==> src/hdl/fbat_pkg.sv <==
package fbat_pkg;

  // Table geometry.
  localparam int FLOW_SLOTS = 32;
  localparam int SLOT_IW    = (FLOW_SLOTS > 1) ? $clog2(FLOW_SLOTS) : 1;
  localparam int CNT_W      = $clog2(FLOW_SLOTS + 1);

  // Field widths.
  localparam int PROTO_W = 8;
  localparam int ADDR_W  = 32;
  localparam int PORT_W  = 16;
  localparam int LEN_W   = 16;
  localparam int BYTES_W = 32;
  localparam int CAP_W   = 20;

  // Report threshold: floor(floor(bytes / 10) / 1000) equals floor(bytes / 10000),
  // so a flow is reported when bytes >= rate_cap * 10000.
  localparam int DIV_TENS      = 10;
  localparam int DIV_THOUSANDS = 1000;
  localparam int RATE_DIV      = DIV_TENS * DIV_THOUSANDS;
  localparam int DIV_W         = $clog2(RATE_DIV + 1);
  localparam int THR_W         = CAP_W + DIV_W;

  // Input transaction payload, first field in the lowest bits.
  typedef struct packed {
    logic [LEN_W-1:0]   pkt_len;
    logic [PORT_W-1:0]  dst_port;
    logic [ADDR_W-1:0]  dst_addr;
    logic [PORT_W-1:0]  src_port;
    logic [ADDR_W-1:0]  src_addr;
    logic [PROTO_W-1:0] proto;
  } in_data_t;

  localparam int IN_DATA_W = $bits(in_data_t);
  localparam int OUT_FIELD_W = PROTO_W + 2 * ADDR_W + 2 * PORT_W + BYTES_W + 1;
  localparam int OUT_DATA_W  = ((OUT_FIELD_W + 7) / 8) * 8;
  localparam int OUT_PAD_W   = OUT_DATA_W - OUT_FIELD_W;

  // Result transaction payload, first field in the lowest bits.
  typedef struct packed {
    logic [OUT_PAD_W-1:0] pad;
    logic                 overflow_seen;
    logic [BYTES_W-1:0]   out_bytes;
    logic [PORT_W-1:0]    out_dst_port;
    logic [ADDR_W-1:0]    out_dst_addr;
    logic [PORT_W-1:0]    out_src_port;
    logic [ADDR_W-1:0]    out_src_addr;
    logic [PROTO_W-1:0]   out_proto;
  } out_data_t;

  // One entry of the flow memory: destination and running byte count.
  typedef struct packed {
    logic [ADDR_W-1:0]  dst_addr;
    logic [PORT_W-1:0]  dst_port;
    logic [BYTES_W-1:0] bytes;
  } ram_entry_t;

  localparam int ENTRY_W = $bits(ram_entry_t);

  // Commands from the controller to the datapath.
  typedef struct packed {
    logic latch_in;
    logic match;
    logic resolve;
    logic upd;
    logic alloc;
    logic set_ovf;
    logic rpt_init;
    logic idx_dec;
    logic rd_rpt;
    logic load_flow;
    logic load_mark;
    logic clear;
  } ctrl_cmd_t;

  // Status from the datapath to the controller.
  typedef struct packed {
    logic cmd_rpt;
    logic any_hit;
    logic full;
    logic empty;
    logic pass;
    logic idx_zero;
    logic out_free;
  } ctrl_sts_t;

endpackage

==> src/hdl/fbat_ctrl.sv <==
module fbat_ctrl (
  input  logic                clk,
  input  logic                rst_n,
  input  logic                in_tvalid,
  output logic                in_tready,
  input  fbat_pkg::ctrl_sts_t sts,
  output fbat_pkg::ctrl_cmd_t cmd
);

  typedef enum logic [6:0] {
    ST_IDLE    = 7'b0000001,
    ST_DECODE  = 7'b0000010,
    ST_RESOLVE = 7'b0000100,
    ST_UPDATE  = 7'b0001000,
    ST_RPT_RD  = 7'b0010000,
    ST_RPT_CHK = 7'b0100000,
    ST_MARK    = 7'b1000000
  } state_t;

  state_t state_r;
  state_t state_nxt;

  always_ff @(posedge clk) begin
    if (!rst_n) begin
      state_r <= ST_IDLE;
    end else begin
      state_r <= state_nxt;
    end
  end

  assign in_tready = (state_r == ST_IDLE);

  // Next state and datapath commands.
  always_comb begin
    state_nxt = state_r;
    cmd       = '0;
    unique case (state_r)
      ST_IDLE: begin
        if (in_tvalid) begin
          cmd.latch_in = 1'b1;
          state_nxt    = ST_DECODE;
        end
      end
      ST_DECODE: begin
        if (sts.cmd_rpt) begin
          if (sts.empty) begin
            state_nxt = ST_MARK;
          end else begin
            cmd.rpt_init = 1'b1;
            state_nxt    = ST_RPT_RD;
          end
        end else begin
          cmd.match = 1'b1;
          state_nxt = ST_RESOLVE;
        end
      end
      ST_RESOLVE: begin
        cmd.resolve = 1'b1;
        if (sts.any_hit) begin
          state_nxt = ST_UPDATE;
        end else begin
          cmd.alloc   = !sts.full;
          cmd.set_ovf = sts.full;
          state_nxt   = ST_IDLE;
        end
      end
      ST_UPDATE: begin
        cmd.upd   = 1'b1;
        state_nxt = ST_IDLE;
      end
      ST_RPT_RD: begin
        cmd.rd_rpt = 1'b1;
        state_nxt  = ST_RPT_CHK;
      end
      ST_RPT_CHK: begin
        cmd.rd_rpt = 1'b1;
        // A passing flow waits here until the output register is free.
        if (!sts.pass || sts.out_free) begin
          cmd.load_flow = sts.pass;
          if (sts.idx_zero) begin
            state_nxt = ST_MARK;
          end else begin
            cmd.idx_dec = 1'b1;
            state_nxt   = ST_RPT_RD;
          end
        end
      end
      ST_MARK: begin
        if (sts.out_free) begin
          cmd.load_mark = 1'b1;
          cmd.clear     = 1'b1;
          state_nxt     = ST_IDLE;
        end
      end
      default: begin
        state_nxt = ST_IDLE;
      end
    endcase
  end

endmodule

==> config.mk <==
export PLATFORM = sky130hd
export DESIGN_NAME = fbat_ctrl
export DESIGN_NICKNAME = d
export VERILOG_FILES = /design/src/hdl/fbat_pkg.sv /design/src/hdl/fbat_ctrl.sv
export SDC_FILE = /design/constraint.sdc
export NUM_CORES = 1
export LEC_CHECK = 0
export BUFFER_PORTS_ARGS = -buffer_cell sky130_fd_sc_hd__buf_2
export CAP_MARGIN = 10
export CORE_UTILIZATION = 39
export DETAILED_ROUTE_END_ITERATION = 7
export GPL_TIMING_DRIVEN = 0
export PLACE_DENSITY = 0.7
export SKIP_LAST_GASP = 1
export SYNTH_ARGS = -nofsm -noshare
export SYNTH_HDL_FRONTEND = slang
export SYNTH_SLANG_ARGS = --single-unit
==> constraint.sdc <==
create_clock -name clk -period 2.75 [get_ports clk]
set_input_delay 0.55 -clock clk [delete_from_list [all_inputs] [get_ports clk]]
set_output_delay 0.55 -clock clk [all_outputs]
set_load 0.03 [all_outputs]
[Yosys cells after proc, flatten, opt, wreduce, memory -nomap -nowiden]
Index checks and enable logic that the tools add are counted.
Storage, ports and cells
  flip-flop bits (word level): 7
  output and inout bits: 13
  logic and storage cells: 43
Cells by class
  equal/unequal tests: 10
  multiplexer cells: 27
  reductions and logical operators: 5
Operators with widths (count)
  $mux W7: 6
  $pmux W7 S6: 1
  $mux W1: 15
  $mux W2: 4
  $eq A7 B1 Y1 const B: 1
  $eq A7 B2 Y1 const B: 1
  $eq A7 B3 Y1 const B: 1
  $eq A7 B4 Y1 const B: 1
  $eq A7 B5 Y1 const B: 1
  $eq A7 B6 Y1 const B: 1
  $eq A7 B7 Y1 const B: 1
  $ne A2 B2 Y1 const B: 3
  $mux W4: 1
  $reduce_and A3 Y1: 1
  $logic_not A1 Y1: 2
  $reduce_or A2 Y1: 1
  $logic_or A1 B1 Y1: 1

[Longest topological paths before layout]
Gate-level depths: netlist of the first run.
  word-level depth: 4
  gate-level depth with buffers: 6
  gate-level depth less buffers: 4

[Least setup slack after synthesis of the first run]
Ideal clock, no wire load.
  path type: reg2out
  start: register state_r[4]
  end: output cmd[11] (netlist bit)
  arrival: 2.585 ns
  setup slack: -0.385 ns
  stages on the path, launching flop included: 5
  buffers on the path: 1
  cell sequence: dfxtp_1 -> buf_2 -> or4_1 -> nor4b_1 -> and2_1
RTL lines
  start: declaration: line fbat_ctrl.sv:20  | state_t state_r;
  start signal: assignment: line fbat_ctrl.sv:27  | state_r <= state_nxt;
  end: declaration: line fbat_ctrl.sv:7  | output fbat_pkg::ctrl_cmd_t cmd

==> results of run 1 <==
[where the power goes]
group	switching [uW]	internal [uW]	leakage, uW	total (uW)
Sequential	5.25	106	0.0000571	111
Clock	37.2	55.3	0.0000150	92.5
Combinational	38.3	28.0	0.000271	66.3
Total	80.8	189	0.000343	270
[layer usage]
layer | routed length, um | vias up | GRT usage | share of wire
li1 | - | 306 | - | -
met1 | 570 | 272 | 0.202 | 0.46
met2 | 593 | 24 | 0.333 | 0.48
met3 | 80 | 0 | 0.0682 | 0.064
met4 | 0 | 0 | 0 | 0
met5 | 0 | - | 0 | 0
[metrics by stage]
step	utilization	instance area, um2	total power [uW]	hold WS [ps]	cells
floorplan	-	562	160	592	69
global placement	0.531	691	180	647	106
detailed placement	0.531	691	182	639	106
CTS	0.546	711	272	547	109
global route	0.556	723	289	550	109
finish	0.556	723	270	550	109
[cells in the mapped netlist]
library cell                instances
sky130_fd_sc_hd__o21ai_0            2
sky130_fd_sc_hd__or4_4              1
sky130_fd_sc_hd__dfxtp_1            7
sky130_fd_sc_hd__nand2_1            4
sky130_fd_sc_hd__nor4_1             2
sky130_fd_sc_hd__or4b_2             1
sky130_fd_sc_hd__buf_6              2
sky130_fd_sc_hd__nor4b_1            2
sky130_fd_sc_hd__or4_1              2
sky130_fd_sc_hd__or2b_1             1
sky130_fd_sc_hd__and2_1             3
sky130_fd_sc_hd__inv_1              5
sky130_fd_sc_hd__nor3_1             2
sky130_fd_sc_hd__a211oi_1           2
sky130_fd_sc_hd__o31ai_1            2
sky130_fd_sc_hd__or4b_4             1
sky130_fd_sc_hd__o22ai_1            2
sky130_fd_sc_hd__nand2b_1           4
sky130_fd_sc_hd__nor3b_1            1
sky130_fd_sc_hd__buf_4              1
sky130_fd_sc_hd__a32oi_1            1
sky130_fd_sc_hd__nor2b_1            1
sky130_fd_sc_hd__a2111oi_0          1
sky130_fd_sc_hd__a31o_1             1
sky130_fd_sc_hd__xor2_1             1
sky130_fd_sc_hd__o211ai_1           1
sky130_fd_sc_hd__nand3b_1           1
sky130_fd_sc_hd__and3_1             4
sky130_fd_sc_hd__nor2_1             7
sky130_fd_sc_hd__a2111o_1           1
sky130_fd_sc_hd__and4b_1            1
sky130_fd_sc_hd__buf_2              2
[kinds of logic (layout without fill, tap and decap cells)]
family | count (synthesis) | in the layout | share of synthesized area
XOR/XNOR | 1 | 1 | 0.0161
AO/OA/AOI/OAI | 13 | 13 | 0.179
flip-flops | 7 | 7 | 0.257
AND/OR/NAND/NOR | 38 | 38 | 0.439
buffers and inverters | 10 | 35 | 0.108
[final timing paths]
kind | startpoint | end | slack, ps | cells after the start
worst min register to register | state_r[6]$_SDFFE_PN0P_ | state_r[5]$_SDFFE_PN0P_ | 660 | 2
worst min-delay path | sts[5] | state_r[3]$_SDFFE_PN0P_ | 550 | 2
worst max-delay path | state_r[0]$_SDFFE_PN1P_ | cmd[4] | 90 | 4
worst max register to register | state_r[0]$_SDFFE_PN1P_ | state_r[4]$_SDFFE_PN0P_ | 740 | 5
[what timing repair did]
item,in CTS,in global routing
gates resized for setup,1,5
setup endpoints to repair,2,3
setup buffers,1,0
pin swaps,2,2
[critical path, cell delays in order (launching register included)]
cell and delay, ps:
sky130_fd_sc_hd__dfxtp_2 360, sky130_fd_sc_hd__or4_4 590, sky130_fd_sc_hd__or4b_4 560, sky130_fd_sc_hd__a211oi_2 170, sky130_fd_sc_hd__buf_4 190
[area by class of cell]
type	instances	area, um2	share of cell area
Clock buffer	4	26.3	0.0363
Inverter	5	18.8	0.0260
Timing Repair Buffer	23	123	0.170
Multi-Input combinational cell	52	370	0.512
Buffer	3	23.8	0.0329
Tap cell	15	18.8	0.0260
Sequential cell	7	143	0.197
==> impl_results.md, run 1 <==
- Synth warn: 0
- Clock buffer count from CTS: 3
- Post-Synthesis Cells: 69
- Share of the yosys chip area belonging to registers: 0.257
- Effective utilization at floorplan: 0.418
- Dominant cell type by area after synthesis: sky130_fd_sc_hd__dfxtp_1
- Avg Synthesized Cell Area: 7.89 um2
- Number of fill cells: 146
- IO Count: 23
- Pre-Repair DR Iteration Count: 4
- Hold_buf cts: 0
- CP max FO: 9
- CTS sink count: 7
- Max-cap violations: 0
- Synth top area share: 0.257
- Via count: 602
- Setup-failing EPs final: 0
- Type of the tightest min-delay check: input pin to flop
- Count of final max-slew check failures: 0
- Register clock-pin slew on the reported worst setup and hold paths: 50 ps
- Source-to-sink clock delay at the later pin of the worst-skew pair: 250 ps
- Largest register by flop count: state_r
- Number of levels in the clock H-tree: 1
- Yosys reg bits: 7
- Most common library cell in the layout ignoring fill and taps: sky130_fd_sc_hd__buf_2
- Pre-CTS WS: 144 ps
- Cell row count: 13
- Setup Skew: 0.253 ps
- Normalized max-slew margin: 0.533
- Die outline height: 39.4 um
- Number of buffers on the longest clock path: 2
- Overflow left after global routing: 0
- Diodes inserted: 0
- Arrival time of the worst setup path: 2110 ps
- Final clock period utilization by the worst path: 0.966
- Chip Width: 39.4 um
- Sum of routed wire length over all layers: 1240 um
- Routed length per placed instance: 11.4 um
- Setup repair after global routing missed its margin: false
- Start-to-end type of the worst setup path: flop to output pin
- Leakage power total: 0.000343 uW
- Worst endpoint required time: 2200 ps
- Clock tree root buffer cell: sky130_fd_sc_hd__clkbuf_4
- Core area: 1300 um2
- Synthesis-to-layout area growth: 32.9%
- Netlist cell types: 32
- Last weighted congestion value of the routability-driven placer: 0.775
- HPWL reported at the end of detailed placement: 965 um
- Total negative slack for setup checks: 0 ps
- Slew at the pin closest to its max-slew limit: 683 ps
- Most used cells in the layout excluding fill and tap cells: 21 x sky130_fd_sc_hd__buf_2, 7 x sky130_fd_sc_hd__nor2_1, 5 x sky130_fd_sc_hd__inv_1, 5 x sky130_fd_sc_hd__dfxtp_1
- Power per cell area: 373 nW/um2
- IR Drop Worst-Case VDD: 0.290 mV
- Critical path startpoint category: flop
- Initial antenna violation count: 0
- Fmax: 377 MHz
- Combined area of all synthesized cells: 544 um2
- Initial drt markers: 4
- Setup crit end kind: output pin
- CTS tree: yes
- Share of final-layout standard cells stronger than drive strength 1: 0.415
- Outcome: finished, final reports clean
- Shortest period the worst path allows: 2660 ps
- Synthesized netlist net count: 79
- Fin. Hold Viols: 0
- First-pass GRT wire length: 1920 um
- Full die area: 1550 um2
- Worst Slack Setup Final: 94.7 ps
- Post-route antenna net violation count: 0
- Port Buffers: 22
- Largest net degree at the start of global routing: 11
- Fin nets: 105
- Vias in the first global route: 490
- Via density per instance: 5.52
- Flip-flop count of the largest register after layout: 7
- Largest registers: state_r x7
- Tot GR Track Use: 0.179
- Top post-synthesis cells by area: sky130_fd_sc_hd__dfxtp_1 26%, sky130_fd_sc_hd__nor2_1 4.8%, sky130_fd_sc_hd__and3_1 4.6%, sky130_fd_sc_hd__nand2b_1 4.6%, sky130_fd_sc_hd__buf_6 4.1%
- Drt drc: 0
Power figures use the tool's default switching activity.
==> inputs of run 2 (changes only) <==
--- a/config.mk
+++ b/config.mk
@@ -10,2 +10,3 @@
 export CORE_UTILIZATION = 39
+export CTS_CLUSTER_DIAMETER = 60
 export DETAILED_ROUTE_END_ITERATION = 7
==> constraint.sdc (replaced) <==
create_clock -name clk -period 2.75 [get_ports clk]
set_input_delay 0.1375 -clock clk [delete_from_list [all_inputs] [get_ports clk]]
set_output_delay 0.1375 -clock clk [all_outputs]
set_load 0.03 [all_outputs]
==> run 2 against run 1 <==
Flip-flop and latch count did not move. Clock-buffer cell count unchanged. Die area unchanged. Worst hold slack got worse by 420 ps. Register-to-register slack worse by 30 ps. Clock skew rose by 3.3 ps. Total power is 0.82% higher. Utilization shrank 1.8 points. Design area decreased by 3.3%. Setup slack gained 220 ps.
==> impl_results.md, run 2 (synthesis results as in run 1) <==
- Crit path cell chain: buf_2, or4_4, buf_6, or4b_4, a211oi_1, buf_2
- Post-CTS repair timing setup buffer count: 0
- IO Count: 23
- Category of cells accounting for the largest share of critical-path delay: simple AND/OR/NAND/NOR gates
- Post-route antenna net violation count: 0
- Arrival time of the worst setup path: 2300 ps
- Share of final-layout standard cells stronger than drive strength 1: 0.347
- Die outline height: 39.4 um
- Count of final max-slew check failures: 0
- Gate power share: 0.249
- Last weighted congestion value of the routability-driven placer: 0.777
- Synthesis-to-layout area growth: 28.5%
- Effective utilization at floorplan: 0.418
- Setup repair after global routing missed its margin: false
- Seq pwr share: 0.403
- Internal portion of total power: 190 uW
- Setup crit end kind: output pin
- IR Drop Worst-Case VDD: 0.311 mV
- Core area: 1300 um2
- Initial antenna violation count: 0
- Hold_buf cts: 0
- Slowest stage cell, crit path: sky130_fd_sc_hd__or4b_4
- Register-to-register setup slack: 710 ps
- Largest net degree at the start of global routing: 11
- Total placed cells including tap cells: 106
- Fin. Hold Viols: 0
- Most common library cell in the layout ignoring fill and taps: sky130_fd_sc_hd__buf_2
- Clock buffer count from CTS: 3
- CTS tree: yes
- Drt drc: 0
- Critical path startpoint category: flop
- Slew at the pin closest to its max-slew limit: 608 ps
- Total negative slack for setup checks: 0 ps
- Number of standard cells in the final layout excluding fillers: 110
- Initial drt markers: 12
- Fraction of power consumed by the clock network: 0.348
- Setup-failing EPs final: 0
- Cells resized by post-CTS repair: 0
- Pre-Repair DR Iteration Count: 4
- Flip-flop and latch area: 140 um2
- Number of buffers and inverters on the critical path: 3
- Source-to-sink clock delay at the later pin of the worst-skew pair: 250 ps
- Number of fill cells: 133
- Number of levels in the clock H-tree: 1
- Switching share of total power: 0.300
- HPWL reported at the end of detailed placement: 939 um
- Normalized max-slew margin: 0.584
- Register clock-pin slew on the reported worst setup and hold paths: 50 ps
- Fin nets: 106
- Setup Skew: 3.58 ps
- Full die area: 1550 um2
- Multi-input gate area in the final layout: 345 um2
- Overflow left after global routing: 0
- Cell row count: 13
- Shortest period the worst path allows: 2430 ps
- Number of buffers on the longest clock path: 2
- Outcome: finished, final reports clean
- First-pass GRT wire length: 1980 um
- Final clock period utilization by the worst path: 0.885
- Sum of routed wire length over all layers: 1240 um
- Largest registers: state_r x7
- Pre-CTS WS: 574 ps
- Tot GR Track Use: 0.186
- Slowest cell delay on critical path: 530 ps
- Leakage power total: 0.000346 uW
- Power Total: 272 uW
- Port Buffers: 22
- Via density per instance: 5.43
- Clock tree root buffer cell: sky130_fd_sc_hd__clkbuf_4
- Routed length per placed instance: 11.3 um
- CP max FO: 10
- Type of the tightest min-delay check: input pin to flop
- Largest register by flop count: state_r
- Worst Slack Setup Final: 315 ps
- Flip-flop count of the largest register after layout: 7
- Total number of cells along the worst setup path: 6
- Power per cell area: 389 nW/um2
- Most used cells in the layout excluding fill and tap cells: 24 x sky130_fd_sc_hd__buf_2, 7 x sky130_fd_sc_hd__nor2_1, 7 x sky130_fd_sc_hd__dfxtp_1
- Count of cells along the worst hold path: 2
- Final-layout worst hold slack: 133 ps
- Net switching power: 81.5 uW
- Fmax: 411 MHz
- Worst endpoint required time: 2610 ps
- Vias in the first global route: 486
- Max-cap violations: 0
- Most frequent CP cell: sky130_fd_sc_hd__buf_2
- Depth of the worst register-to-register path: 6
- CTS sink count: 7
- Chip Width: 39.4 um
- Start-to-end type of the worst setup path: flop to output pin
- Diodes inserted: 0
- Via count: 597
[run 2: changes by cell type in the layout (fill, tap and decap cells not counted), moves of 2 or more]
cell                      change
sky130_fd_sc_hd__or4_4        -2
sky130_fd_sc_hd__buf_4        -2
sky130_fd_sc_hd__buf_2        +3
sky130_fd_sc_hd__dfxtp_1      +2
sky130_fd_sc_hd__dfxtp_2      -2
sky130_fd_sc_hd__or4_1        +2
[run 2: area by class of cell]
| type | instances | area share |
|---|---|---|
| buffer | 5 | 0.0572 |
| clock buffer | 4 | 0.0376 |
| inverter | 5 | 0.0268 |
| multi-input combinational | 52 | 0.494 |
| sequential | 7 | 0.200 |
| tap | 15 | 0.0268 |
| timing repair buffer | 22 | 0.157 |
[run 2: per-stage QoR]
stage / util / area (um2)
5_1_grt: 0.538 / 699
2_1_floorplan: - / 544
3_5_place_dp: 0.517 / 673
4_1_cts: 0.538 / 699
6_report: 0.538 / 699
3_3_place_gp: 0.517 / 673
[run 2: worst reg2reg max path, cell delays in order (launching register included)]
cell and delay, ps:
sky130_fd_sc_hd__dfxtp_1 290, sky130_fd_sc_hd__buf_2 170, sky130_fd_sc_hd__or4_4 490, sky130_fd_sc_hd__buf_6 150, sky130_fd_sc_hd__a2111oi_0 470, sky130_fd_sc_hd__nor2_1 140
sky130_fd_sc_hd__a31o_1 230
[run 2: worst paths after layout]
kind,from,endpoint
max,state_r[2]$_SDFFE_PN0P_,cmd[4]
min,sts[5],state_r[3]$_SDFFE_PN0P_
max reg2reg,state_r[2]$_SDFFE_PN0P_,state_r[6]$_SDFFE_PN0P_
min reg2reg,state_r[6]$_SDFFE_PN0P_,state_r[5]$_SDFFE_PN0P_
[run 2: power by group through the flow]
stage	Sequential, uW	Combinational (uW)	Clock [uW]
detailed placement	112	67.7	0
finish	110	67.7	94.5
global placement	112	65.8	0
floorplan	110	47.4	0
global route	111	74.1	109
CTS	110	67.9	95.8
[run 2: per-layer routing]
layer,GRT usage,vias to the layer above,share of wire
met2,0.317,27,0.46
met3,0.0341,0,0.068
met4,0.0776,0,0
li1,-,308,-
met1,0.228,262,0.48
met5,0,-,0
